==> config.mk <==
export PLATFORM = sky130hd
export DESIGN_NAME = pdf_content_tokenizer
export DESIGN_NICKNAME = d
export VERILOG_FILES = /design/src/rtl/core/pct_pkg.sv /design/src/rtl/core/pct_pass.sv /design/src/rtl/core/pct_out_queue.sv /design/src/rtl/core/pdf_content_tokenizer.sv
export SDC_FILE = /design/constraint.sdc
export NUM_CORES = 1
export LEC_CHECK = 0
export ABC_CLOCK_PERIOD_IN_PS = 10200
export BUFFER_PORTS_ARGS = -buffer_cell sky130_fd_sc_hd__buf_2
export CAP_MARGIN = 20
export CORE_UTILIZATION = 31
export DETAILED_ROUTE_END_ITERATION = 8
export GPL_TIMING_DRIVEN = 0
export SLEW_MARGIN = 20
export SYNTH_ARGS = -nofsm -noshare
export SYNTH_HDL_FRONTEND = slang
export SYNTH_SLANG_ARGS = --single-unit
export TNS_END_PERCENT = 10
==> constraint.sdc <==
create_clock -name clk -period 10.2 [get_ports clk]
set_clock_uncertainty 0.2 [all_clocks]
set_input_delay 2.04 -clock clk [delete_from_list [all_inputs] [get_ports clk]]
set_output_delay 2.04 -clock clk [all_outputs]
set_load 0.03 [all_outputs]
==> src/rtl/core/pct_pkg.sv <==
`default_nettype none

package pct_pkg;

  // Default limits
  localparam int DEF_MAX_WORD_LEN   = 256;
  localparam int DEF_MAX_NEST_LEVEL = 255;

  // Lexer passes per byte (re-dispatch after a token end or escape end)
  localparam int NUM_PASS  = 3;
  // Result queue depth (power of two)
  localparam int OUT_DEPTH = 4;

  // Lexer states
  localparam logic [3:0] LEX_IDLE    = 4'd0;
  localparam logic [3:0] LEX_COMMENT = 4'd1;
  localparam logic [3:0] LEX_NAME    = 4'd2;
  localparam logic [3:0] LEX_LT      = 4'd3;
  localparam logic [3:0] LEX_KEYWORD = 4'd4;
  localparam logic [3:0] LEX_NUMBER  = 4'd5;
  localparam logic [3:0] LEX_HEX     = 4'd6;
  localparam logic [3:0] LEX_STRING  = 4'd7;
  localparam logic [3:0] LEX_GT      = 4'd8;

  // String sub-states
  localparam logic [2:0] SUB_PLAIN  = 3'd0;
  localparam logic [2:0] SUB_ESC    = 3'd1;
  localparam logic [2:0] SUB_OCT1   = 3'd2;
  localparam logic [2:0] SUB_OCT2   = 3'd3;
  localparam logic [2:0] SUB_ESC_CR = 3'd4;

  // Event kinds
  localparam logic [3:0] EV_BYTE        = 4'd0;
  localparam logic [3:0] EV_NAME_END    = 4'd1;
  localparam logic [3:0] EV_NUMBER_END  = 4'd2;
  localparam logic [3:0] EV_KEYWORD_END = 4'd3;
  localparam logic [3:0] EV_STRING_END  = 4'd4;
  localparam logic [3:0] EV_HEX_END     = 4'd5;
  localparam logic [3:0] EV_ARRAY_OPEN  = 4'd6;
  localparam logic [3:0] EV_ARRAY_CLOSE = 4'd7;
  localparam logic [3:0] EV_DICT_OPEN   = 4'd8;
  localparam logic [3:0] EV_DICT_CLOSE  = 4'd9;

  // Characters
  localparam logic [7:0] CH_NUL    = 8'h00;
  localparam logic [7:0] CH_BS     = 8'h08;
  localparam logic [7:0] CH_TAB    = 8'h09;
  localparam logic [7:0] CH_LF     = 8'h0A;
  localparam logic [7:0] CH_FF     = 8'h0C;
  localparam logic [7:0] CH_CR     = 8'h0D;
  localparam logic [7:0] CH_SPACE  = 8'h20;
  localparam logic [7:0] CH_PCT    = 8'h25;
  localparam logic [7:0] CH_LPAREN = 8'h28;
  localparam logic [7:0] CH_RPAREN = 8'h29;
  localparam logic [7:0] CH_PLUS   = 8'h2B;
  localparam logic [7:0] CH_MINUS  = 8'h2D;
  localparam logic [7:0] CH_DOT    = 8'h2E;
  localparam logic [7:0] CH_SLASH  = 8'h2F;
  localparam logic [7:0] CH_ZERO   = 8'h30;
  localparam logic [7:0] CH_SEVEN  = 8'h37;
  localparam logic [7:0] CH_NINE   = 8'h39;
  localparam logic [7:0] CH_LT     = 8'h3C;
  localparam logic [7:0] CH_GT     = 8'h3E;
  localparam logic [7:0] CH_LBRACK = 8'h5B;
  localparam logic [7:0] CH_BSLASH = 8'h5C;
  localparam logic [7:0] CH_RBRACK = 8'h5D;
  localparam logic [7:0] CH_LC_B   = 8'h62;
  localparam logic [7:0] CH_LC_F   = 8'h66;
  localparam logic [7:0] CH_LC_N   = 8'h6E;
  localparam logic [7:0] CH_LC_R   = 8'h72;
  localparam logic [7:0] CH_LC_T   = 8'h74;
  localparam logic [7:0] CH_LBRACE = 8'h7B;
  localparam logic [7:0] CH_RBRACE = 8'h7D;

  // Fixed-width part of the lexer state
  typedef struct packed {
    logic [3:0] lex_state;
    logic [2:0] sub_state;
    logic [8:0] esc_value;
  } lex_ctl_t;

  // One event
  typedef struct packed {
    logic [3:0] kind;
    logic [7:0] tbyte;
  } res_t;

  // What one lexer pass produces
  typedef struct packed {
    logic emit;
    logic again;
    res_t ev;
  } pass_res_t;

  // Result queue entry
  typedef struct packed {
    res_t ev;
    logic last;
  } out_ent_t;

endpackage

`default_nettype wire

==> src/rtl/core/pct_pass.sv <==
`default_nettype none

// One lexer pass over a byte: next state, optional event, re-dispatch flag.
module pct_pass
  import pct_pkg::*;
#(
  parameter int MAX_WORD_LEN   = DEF_MAX_WORD_LEN,
  parameter int MAX_NEST_LEVEL = DEF_MAX_NEST_LEVEL,
  localparam int WLEN_W = $clog2(MAX_WORD_LEN + 1),
  localparam int NEST_W = $clog2(MAX_NEST_LEVEL + 1)
) (
  input  wire logic [7:0]        data_byte,
  input  var  lex_ctl_t          ctl_i,
  input  wire logic [NEST_W-1:0] nest_i,
  input  wire logic [WLEN_W-1:0] wlen_i,
  output lex_ctl_t               ctl_o,
  output logic [NEST_W-1:0]      nest_o,
  output logic [WLEN_W-1:0]      wlen_o,
  output pass_res_t              res_o
);

  logic       is_ws;
  logic       is_num;
  logic       is_dlm;
  logic       is_word;
  logic       is_oct;
  logic [8:0] esc_shift;

  always_comb begin
    is_ws  = (data_byte == CH_NUL) || (data_byte == CH_TAB) || (data_byte == CH_LF) ||
             (data_byte == CH_FF) || (data_byte == CH_CR) || (data_byte == CH_SPACE);
    is_num = ((data_byte >= CH_ZERO) && (data_byte <= CH_NINE)) || (data_byte == CH_DOT) ||
             (data_byte == CH_PLUS) || (data_byte == CH_MINUS);
    is_dlm = (data_byte == CH_LPAREN) || (data_byte == CH_RPAREN) || (data_byte == CH_LT) ||
             (data_byte == CH_GT) || (data_byte == CH_LBRACK) || (data_byte == CH_RBRACK) ||
             (data_byte == CH_LBRACE) || (data_byte == CH_RBRACE) ||
             (data_byte == CH_SLASH) || (data_byte == CH_PCT);
    is_word   = !is_ws && !is_dlm;  // regular or numeric
    is_oct    = (data_byte >= CH_ZERO) && (data_byte <= CH_SEVEN);
    esc_shift = {ctl_i.esc_value[5:0], data_byte[2:0]};  // (v*8 + d) mod 512
  end

  always_comb begin
    ctl_o        = ctl_i;
    nest_o       = nest_i;
    wlen_o       = wlen_i;
    res_o.emit   = 1'b0;
    res_o.again  = 1'b0;
    res_o.ev     = '{kind: EV_BYTE, tbyte: 8'h00};

    unique case (ctl_i.lex_state) inside
      LEX_COMMENT: begin
        if (data_byte == CH_LF || data_byte == CH_CR) begin
          ctl_o.lex_state = LEX_IDLE;
        end
      end

      LEX_NAME, LEX_KEYWORD, LEX_NUMBER: begin
        if ((ctl_i.lex_state == LEX_NUMBER) ? !is_num : !is_word) begin
          res_o.emit  = 1'b1;
          res_o.again = 1'b1;
          ctl_o.lex_state = LEX_IDLE;
          if (ctl_i.lex_state == LEX_NAME) begin
            res_o.ev.kind = EV_NAME_END;
          end else if (ctl_i.lex_state == LEX_KEYWORD) begin
            res_o.ev.kind = EV_KEYWORD_END;
          end else begin
            res_o.ev.kind = EV_NUMBER_END;
          end
        end else if (wlen_i < WLEN_W'(MAX_WORD_LEN)) begin
          // bytes past the word limit are dropped
          wlen_o         = wlen_i + WLEN_W'(1);
          res_o.emit     = 1'b1;
          res_o.ev.tbyte = data_byte;
        end
      end

      LEX_LT: begin
        if (data_byte == CH_LT) begin
          res_o.emit      = 1'b1;
          res_o.ev.kind   = EV_DICT_OPEN;
          ctl_o.lex_state = LEX_IDLE;
        end else begin
          ctl_o.lex_state = LEX_HEX;
          res_o.again     = 1'b1;
        end
      end

      LEX_HEX: begin
        res_o.emit = 1'b1;
        if (data_byte == CH_GT) begin
          res_o.ev.kind   = EV_HEX_END;
          ctl_o.lex_state = LEX_IDLE;
        end else begin
          res_o.ev.tbyte = data_byte;
        end
      end

      LEX_STRING: begin
        unique case (ctl_i.sub_state) inside
          SUB_ESC: begin
            if (is_oct) begin
              ctl_o.esc_value = {6'd0, data_byte[2:0]};
              ctl_o.sub_state = SUB_OCT1;
            end else begin
              ctl_o.sub_state = SUB_PLAIN;
              res_o.emit      = 1'b1;
              case (data_byte)
                CH_LC_N: res_o.ev.tbyte = CH_LF;
                CH_LC_R: res_o.ev.tbyte = CH_CR;
                CH_LC_T: res_o.ev.tbyte = CH_TAB;
                CH_LC_B: res_o.ev.tbyte = CH_BS;
                CH_LC_F: res_o.ev.tbyte = CH_FF;
                CH_CR: begin
                  res_o.emit      = 1'b0;
                  ctl_o.sub_state = SUB_ESC_CR;
                end
                CH_LF:   res_o.emit = 1'b0;  // line continuation
                default: res_o.ev.tbyte = data_byte;
              endcase
            end
          end

          SUB_OCT1, SUB_OCT2: begin
            res_o.emit = 1'b1;
            if (is_oct) begin
              ctl_o.esc_value = esc_shift;
              if (ctl_i.sub_state == SUB_OCT2) begin
                res_o.ev.tbyte  = esc_shift[7:0];
                ctl_o.sub_state = SUB_PLAIN;
              end else begin
                res_o.emit      = 1'b0;
                ctl_o.sub_state = SUB_OCT2;
              end
            end else begin
              // short escape: emit it, then treat the byte as plain
              res_o.ev.tbyte  = ctl_i.esc_value[7:0];
              ctl_o.sub_state = SUB_PLAIN;
              res_o.again     = 1'b1;
            end
          end

          SUB_ESC_CR: begin
            ctl_o.sub_state = SUB_PLAIN;
            res_o.again     = (data_byte != CH_LF);
          end

          default: begin
            ctl_o.sub_state = SUB_PLAIN;
            if (data_byte == CH_RPAREN) begin
              res_o.emit = 1'b1;
              if (nest_i <= NEST_W'(1)) begin
                res_o.ev.kind   = EV_STRING_END;
                nest_o          = '0;
                ctl_o.lex_state = LEX_IDLE;
              end else begin
                nest_o         = nest_i - NEST_W'(1);
                res_o.ev.tbyte = CH_RPAREN;
              end
            end else if (data_byte == CH_LPAREN) begin
              if (nest_i < NEST_W'(MAX_NEST_LEVEL)) begin
                nest_o = nest_i + NEST_W'(1);
              end
              res_o.emit     = 1'b1;
              res_o.ev.tbyte = CH_LPAREN;
            end else if (data_byte == CH_BSLASH) begin
              ctl_o.sub_state = SUB_ESC;
            end else begin
              res_o.emit     = 1'b1;
              res_o.ev.tbyte = data_byte;
            end
          end
        endcase
      end

      LEX_GT: begin
        ctl_o.lex_state = LEX_IDLE;
        if (data_byte == CH_GT) begin
          res_o.emit    = 1'b1;
          res_o.ev.kind = EV_DICT_CLOSE;
        end else begin
          res_o.again = 1'b1;
        end
      end

      default: begin
        ctl_o.lex_state = LEX_IDLE;
        if (is_word) begin
          ctl_o.lex_state = is_num ? LEX_NUMBER : LEX_KEYWORD;
          wlen_o          = WLEN_W'(1);
          res_o.emit      = 1'b1;
          res_o.ev.tbyte  = data_byte;
        end else if (!is_ws) begin
          case (data_byte)
            CH_SLASH: begin
              ctl_o.lex_state = LEX_NAME;
              wlen_o          = '0;
            end
            CH_LBRACK: begin
              res_o.emit    = 1'b1;
              res_o.ev.kind = EV_ARRAY_OPEN;
            end
            CH_RBRACK: begin
              res_o.emit    = 1'b1;
              res_o.ev.kind = EV_ARRAY_CLOSE;
            end
            CH_LPAREN: begin
              ctl_o.lex_state = LEX_STRING;
              ctl_o.sub_state = SUB_PLAIN;
              nest_o          = NEST_W'(1);
            end
            CH_LT:   ctl_o.lex_state = LEX_LT;
            CH_GT:   ctl_o.lex_state = LEX_GT;
            CH_PCT:  ctl_o.lex_state = LEX_COMMENT;
            default: ;  // stray ')', '{', '}'
          endcase
        end
      end
    endcase
  end

endmodule

`default_nettype wire

==> src/rtl/core/pct_out_queue.sv <==
`default_nettype none

// Small result queue: up to two pushes and one pop per cycle.
module pct_out_queue
  import pct_pkg::*;
(
  input  wire logic     clk,
  input  wire logic     rst_n,
  input  wire logic [1:0] push_cnt,
  input  var  out_ent_t push_a,
  input  var  out_ent_t push_b,
  input  wire logic     pop,
  output out_ent_t      head,
  output logic          q_valid,
  output logic          q_room2
);

  localparam int PTR_W = $clog2(OUT_DEPTH);
  localparam int CNT_W = $clog2(OUT_DEPTH + 1);

  out_ent_t           mem [OUT_DEPTH];
  logic [PTR_W-1:0]   wr_ptr_r, wr_ptr_nxt;
  logic [PTR_W-1:0]   rd_ptr_r, rd_ptr_nxt;
  logic [CNT_W-1:0]   cnt_r, cnt_nxt;

  always_comb begin
    wr_ptr_nxt = wr_ptr_r + PTR_W'(push_cnt);
    rd_ptr_nxt = rd_ptr_r + PTR_W'(pop);
    cnt_nxt    = cnt_r + CNT_W'(push_cnt) - CNT_W'(pop);
  end

  always_ff @(posedge clk) begin
    if (!rst_n) begin
      wr_ptr_r <= '0;
      rd_ptr_r <= '0;
      cnt_r    <= '0;
    end else begin
      wr_ptr_r <= wr_ptr_nxt;
      rd_ptr_r <= rd_ptr_nxt;
      cnt_r    <= cnt_nxt;
    end
  end

  always_ff @(posedge clk) begin
    if (push_cnt != 2'd0) begin
      mem[wr_ptr_r] <= push_a;
    end
    if (push_cnt == 2'd2) begin
      mem[wr_ptr_r + PTR_W'(1)] <= push_b;
    end
  end

  assign head    = mem[rd_ptr_r];
  assign q_valid = (cnt_r != '0);
  assign q_room2 = (cnt_r <= CNT_W'(OUT_DEPTH - 2));

endmodule

`default_nettype wire

==> src/rtl/core/pdf_content_tokenizer.sv <==
//  channel | valid    | stall     | payload
//  --------+----------+-----------+-------------------------------------------
//  input   | in_valid | in_stall  | in_data_byte[7:0], in_flush
//  result  | out_valid| out_stall | out_event_kind[3:0], out_token_byte[7:0],
//          |          |           | out_last
//
//  One byte per cycle while in_stall is low. Each input transaction updates the
//  lexer state in the cycle it is accepted and pushes 0, 1 or 2 events into a
//  4-entry queue; the queue drains one result transaction per cycle while
//  out_stall is low.
//  in_stall is high while more than two events are queued.
//  Reset (rst_n low, synchronous) returns the lexer to idle and empties the
//  queue; no clearing pass.
`default_nettype none

module pdf_content_tokenizer
  import pct_pkg::*;
#(
  parameter int MAX_WORD_LEN   = DEF_MAX_WORD_LEN,
  parameter int MAX_NEST_LEVEL = DEF_MAX_NEST_LEVEL
) (
  input  wire logic       clk,
  input  wire logic       rst_n,
  // byte input
  input  wire logic       in_valid,
  output logic            in_stall,
  input  wire logic [7:0] in_data_byte,
  input  wire logic       in_flush,
  // events out
  output logic            out_valid,
  input  wire logic       out_stall,
  output logic [3:0]      out_event_kind,
  output logic [7:0]      out_token_byte,
  output logic            out_last
);

  localparam int WLEN_W = $clog2(MAX_WORD_LEN + 1);
  localparam int NEST_W = $clog2(MAX_NEST_LEVEL + 1);

  // Lexer state
  lex_ctl_t          ctl_r, ctl_nxt;
  logic [NEST_W-1:0] nest_r, nest_nxt;
  logic [WLEN_W-1:0] wlen_r, wlen_nxt;

  logic in_acc;
  logic out_acc;
  logic q_room2;

  // Pass chain: a byte that closes a token or an escape is dispatched again.
  // Stage k holds the state seen by pass k.
  lex_ctl_t          ctl_s  [NUM_PASS+1];
  logic [NEST_W-1:0] nest_s [NUM_PASS+1];
  logic [WLEN_W-1:0] wlen_s [NUM_PASS+1];
  lex_ctl_t          p_ctl  [NUM_PASS];
  logic [NEST_W-1:0] p_nest [NUM_PASS];
  logic [WLEN_W-1:0] p_wlen [NUM_PASS];
  pass_res_t         p_res  [NUM_PASS];
  logic              act    [NUM_PASS+1];
  logic              ev_en  [NUM_PASS];

  assign ctl_s[0]  = ctl_r;
  assign nest_s[0] = nest_r;
  assign wlen_s[0] = wlen_r;
  assign act[0]    = 1'b1;

  for (genvar k = 0; k < NUM_PASS; k++) begin : g_pass
    pct_pass #(
      .MAX_WORD_LEN   (MAX_WORD_LEN),
      .MAX_NEST_LEVEL (MAX_NEST_LEVEL)
    ) u_pass (
      .data_byte (in_data_byte),
      .ctl_i     (ctl_s[k]),
      .nest_i    (nest_s[k]),
      .wlen_i    (wlen_s[k]),
      .ctl_o     (p_ctl[k]),
      .nest_o    (p_nest[k]),
      .wlen_o    (p_wlen[k]),
      .res_o     (p_res[k])
    );

    // an inactive pass leaves the state untouched
    assign ctl_s[k+1]  = act[k] ? p_ctl[k]  : ctl_s[k];
    assign nest_s[k+1] = act[k] ? p_nest[k] : nest_s[k];
    assign wlen_s[k+1] = act[k] ? p_wlen[k] : wlen_s[k];
    assign act[k+1]    = act[k] && p_res[k].again;
    assign ev_en[k]    = act[k] && p_res[k].emit;
  end

  // Collect the first two events of the chain, or the flush event.
  logic [1:0] push_cnt;
  out_ent_t   push_a;
  out_ent_t   push_b;
  logic [3:0] flush_kind;
  logic       flush_ev;

  always_comb begin
    flush_ev   = 1'b1;
    flush_kind = EV_NAME_END;
    unique case (ctl_r.lex_state)
      LEX_NAME:    flush_kind = EV_NAME_END;
      LEX_KEYWORD: flush_kind = EV_KEYWORD_END;
      LEX_NUMBER:  flush_kind = EV_NUMBER_END;
      LEX_HEX:     flush_kind = EV_HEX_END;
      LEX_STRING:  flush_kind = EV_STRING_END;
      default:     flush_ev   = 1'b0;
    endcase
  end

  always_comb begin
    push_a   = '{ev: p_res[2].ev, last: 1'b1};
    push_b   = '{ev: p_res[2].ev, last: 1'b1};
    push_cnt = 2'd0;

    if (in_flush) begin
      push_a.ev = '{kind: flush_kind, tbyte: 8'h00};
      push_cnt  = flush_ev ? 2'd1 : 2'd0;
      ctl_nxt   = '{lex_state: LEX_IDLE, sub_state: SUB_PLAIN, esc_value: 9'd0};
      nest_nxt  = '0;
      wlen_nxt  = '0;
    end else begin
      ctl_nxt  = ctl_s[NUM_PASS];
      nest_nxt = nest_s[NUM_PASS];
      wlen_nxt = wlen_s[NUM_PASS];

      // first event
      if (ev_en[0]) begin
        push_a.ev = p_res[0].ev;
      end else if (ev_en[1]) begin
        push_a.ev = p_res[1].ev;
      end
      // second event
      if (ev_en[0] && ev_en[1]) begin
        push_b.ev = p_res[1].ev;
      end

      push_cnt = 2'd0;
      if (ev_en[0] || ev_en[1] || ev_en[2]) begin
        push_cnt = 2'd1;
      end
      if ((ev_en[0] && (ev_en[1] || ev_en[2])) || (ev_en[1] && ev_en[2])) begin
        push_cnt = 2'd2;
      end
      // last marks only the final event of this byte
      push_a.last = (push_cnt != 2'd2);
    end

    if (!in_acc) begin
      push_cnt = 2'd0;
    end
  end

  always_ff @(posedge clk) begin
    if (!rst_n) begin
      ctl_r  <= '{lex_state: LEX_IDLE, sub_state: SUB_PLAIN, esc_value: 9'd0};
      nest_r <= '0;
      wlen_r <= '0;
    end else if (in_acc) begin
      ctl_r  <= ctl_nxt;
      nest_r <= nest_nxt;
      wlen_r <= wlen_nxt;
    end
  end

  // Result queue parts the input from a stalled output.
  out_ent_t head;

  pct_out_queue u_queue (
    .clk      (clk),
    .rst_n    (rst_n),
    .push_cnt (push_cnt),
    .push_a   (push_a),
    .push_b   (push_b),
    .pop      (out_acc),
    .head     (head),
    .q_valid  (out_valid),
    .q_room2  (q_room2)
  );

  assign in_stall       = !q_room2;
  assign in_acc         = in_valid && !in_stall;
  assign out_acc        = out_valid && !out_stall;
  assign out_event_kind = head.ev.kind;
  assign out_token_byte = head.ev.tbyte;
  assign out_last       = head.last;

  // Assertions

  // flush always lands in idle with no open string
  assert property (@(posedge clk) disable iff (!rst_n)
    in_acc && in_flush |=> (ctl_r.lex_state == LEX_IDLE) && (nest_r == '0))
    else $error("flush did not return lexer to idle");

  // nesting depth is nonzero exactly inside a literal string
  assert property (@(posedge clk) disable iff (!rst_n)
    (ctl_r.lex_state == LEX_STRING) == (nest_r != '0))
    else $error("nest level out of step with string state");

  // escape sub-states exist only inside a literal string
  assert property (@(posedge clk) disable iff (!rst_n)
    (ctl_r.sub_state != SUB_PLAIN) |-> (ctl_r.lex_state == LEX_STRING))
    else $error("string sub-state active outside a string");

  // no state change without an accepted byte
  assert property (@(posedge clk) disable iff (!rst_n)
    !in_acc |=> $stable(ctl_r) && $stable(nest_r) && $stable(wlen_r))
    else $error("lexer state moved without an input transaction");

endmodule

`default_nettype wire
==> out/qor.yml <==
finalCritPeriodShare_pct: 74.1
setup_slack_ns: 2.65
cp_max_fo: 10
clk_pin_slew_ns: 0.08
fin_util_pct: 35.1
cp-start-kind: "input port"
firstDrtPassIters: 6
power_mw: 1.23
core_um2: 28200
die_w_um: 172
groute.usage.overall_pct: 24.0
num_vias: 9780
ant_nets: 0
cts_setup_buffers: 0
floorplan.die_area_um2: 29700
drc: 0
period_needed_ns: 7.55
synth-edff-count: 48
yosysWarnings: 0
synth_area_um2: 8990
grt_max_degree: 19
htree_levels: 3
yosysUniqueCellTypes: 110
gp_congestion: 1.00
syn_inst: 1116
synth_nets: 1142
wl_mm: 35.5
layout-drive-gt1-share_pct: 11.2
clk_latency_ns: 0.36
tritoncts: "yes"
start_util_pct: 31.9
worst_slew_pin_slew_ns: 1.10
finish.instance_area_um2: 9880
fp.dieH_um: 172
dp.cells: 1518
fin_hold_ws_ns: 0.272
yosysSeqAreaShare_pct: 25.6
routed_via_density: 6.37
io_buffer_count: 24
grt_pass1_wl_mm: 53.9
post_dp_cell_area_um2: 9580
layout.cells.non_filler: 1535
ys_ff_latch: 91
clock-sinks: 91
maxCapViolCount: 0
critical_path_arrival_ns: 7.47
numCtsBuffers: 9
crit_path_end_kind: "flop"
postSynthAreaPerCell_um2: 8.06
pre_cts_slack_ns: 2.46
grt_remaining_overflow: 0
synthFlopType: "edfxtp_1"
p_per_area_nw_per_um2: 124
synthArstFlopShare_pct: 0
hold_violations: 0
cts_hold_buf: 0
rrSetupSlack_ns: 4.23
critPathKind: "input port to flop"
final_nets: 1177
crit_required_ns: 10.12
area_growth_pct: 9.94
antenna_found_initial: 1
ctsResizeCount: 0
relSlewSlack_pct: 26.4
clock_path_buffers: 2
clockRootBuffer: "clkbuf_16"
drtIter0Drc: 1180
grt_pass1_vias: 8984
finalSetupTns_ns: 0
dp_hpwl_mm: 27.1
rows: 61
hold_class: "flop to flop"
rsz0062_at_grt: "no"
finalMaxSlewViolations: 0
ir_drop_mv: 0.0848
ios: 28
avgRoutedWirePerCell_um: 23.1
fmax_mhz: 132
setup_viol: 0
outcome: "complete, no violations"
cellLeakagePower_nw: 3.22
==> metal layers <==
| metal | vias up | track usage (%) | part of all wire, % |
|---|---|---|---|
| met1 | 4681 | 31.8 | 42 |
| met2 | 565 | 37.9 | 45 |
| met5 | - | 0 | 0 |
| met4 | 0 | 11.9 | 4.6 |
| met3 | 103 | 3.43 | 8.2 |
| li1 | 4431 | - | - |
==> cell usage after synthesis (all sizes together), types with 12 or more instances <==
library cell	count	area, um^2
edfxtp	48	1440
o22ai	38	238
o211ai	30	254
or3	22	138
nor2b	28	175
buf	30	158
nor2	85	324
a31oi	17	106
nand4	14	87.6
dfxtp	43	861
a21o	12	90.1
nand3	34	175
a211oi	12	113
a21boi	16	120
inv	30	113
and2	31	194
mux4	13	293
and3	15	98.8
or2	14	87.6
o21ai	60	304
nand2	94	355
a221oi	13	161
nor4	21	146
clkbuf	58	219
o21a	13	97.6
ha	12	150
a21oi	61	313
nor3	32	165
nand2b	15	93.8
a22oi	17	128
==> cell families (layout without fill, tap and decap cells) <==
logic type      after synthesis  in the layout  synth area share [%]
compound gates              395            395                  32.8
xor+xnor                     17             17                  1.66
fa+ha+maj                    13             13                  1.89
buf+inv                     118            158                  5.44
flops                        91             91                  25.6
mux                          25             25                  4.61
other cells                   0              1                     0
simple gates                457            457                  28.0
==> final timing paths <==
check / start / to / depth (start not counted)
hold reg to reg: u_queue.mem[3][0]$_SDFFE_PP1N_ / u_queue.mem[3][0]$_SDFFE_PP1N_ / 1
hold / removal: u_queue.mem[3][0]$_SDFFE_PP1N_ / u_queue.mem[3][0]$_SDFFE_PP1N_ / 1
setup / recovery: in_data_byte[4] / u_queue.mem[2][8]$_DFFE_PP_ / 19
setup reg to reg: ctl_r[12]$_SDFFE_PN0P_ / u_queue.mem[2][8]$_DFFE_PP_ / 17
==> placed cells by master, fill, tap and decap left out, drive strengths merged, types with 15 or more instances in the layout <==
master	netlist	layout
and3	15	15
or3	22	22
nand2	94	94
o22ai	38	38
nor3	32	32
nor4	21	21
buf	30	54
o211ai	30	30
a21oi	61	61
nor2b	28	28
nand3	34	34
o21ai	60	60
a22oi	17	17
nand2b	15	15
and2	31	31
inv	30	33
a21boi	16	16
a31oi	17	17
dfxtp	43	43
edfxtp	48	48
clkbuf	58	67
nor2	85	85
==> cell type report <==
cell class	instances	area, um^2
Inverter	30	113
Clock buffer	9	225
Clock inverter	7	72.6
Fill cell	2985	18300
Buffer	88	377
Multi-Input combinational cell	907	6200
Antenna cell	1	2.50
Timing Repair Buffer	24	120
Sequential cell	91	2300
Tap cell	378	473
==> critical path, cell delays in order <==
cell and delay [ns]:
buf_2 0.11, buf_6 0.13, or4b_1 0.51, buf_2 0.20
nor2_2 0.31, clkbuf_1 0.49, nor2_1 0.10, a221oi_1 0.86
ha_1 0.37, nor2_1 0.08, nor2_1 0.08, nand3_1 0.10
or3_1 0.33, buf_2 0.21, a221oi_4 0.56, nor4_1 0.11
o21ai_0 0.43, nand2_1 0.18, a32o_1 0.25
==> registers in the layout, indices dropped and copies added, names as in the netlist <==
signal,count
nest_r,8
u_queue.wr_ptr_r,2
u_queue.cnt_r,3
ctl_r,15
wlen_r,9
u_queue.mem,52
u_queue.rd_ptr_r,2
==> report_power, final <==
part	switching (mW)	internal [mW]	total, mW
combinational	0.302	0.147	0.449
sequential	0.0153	0.411	0.426
clock	0.178	0.173	0.351
(Power assumes the default switching activity.)
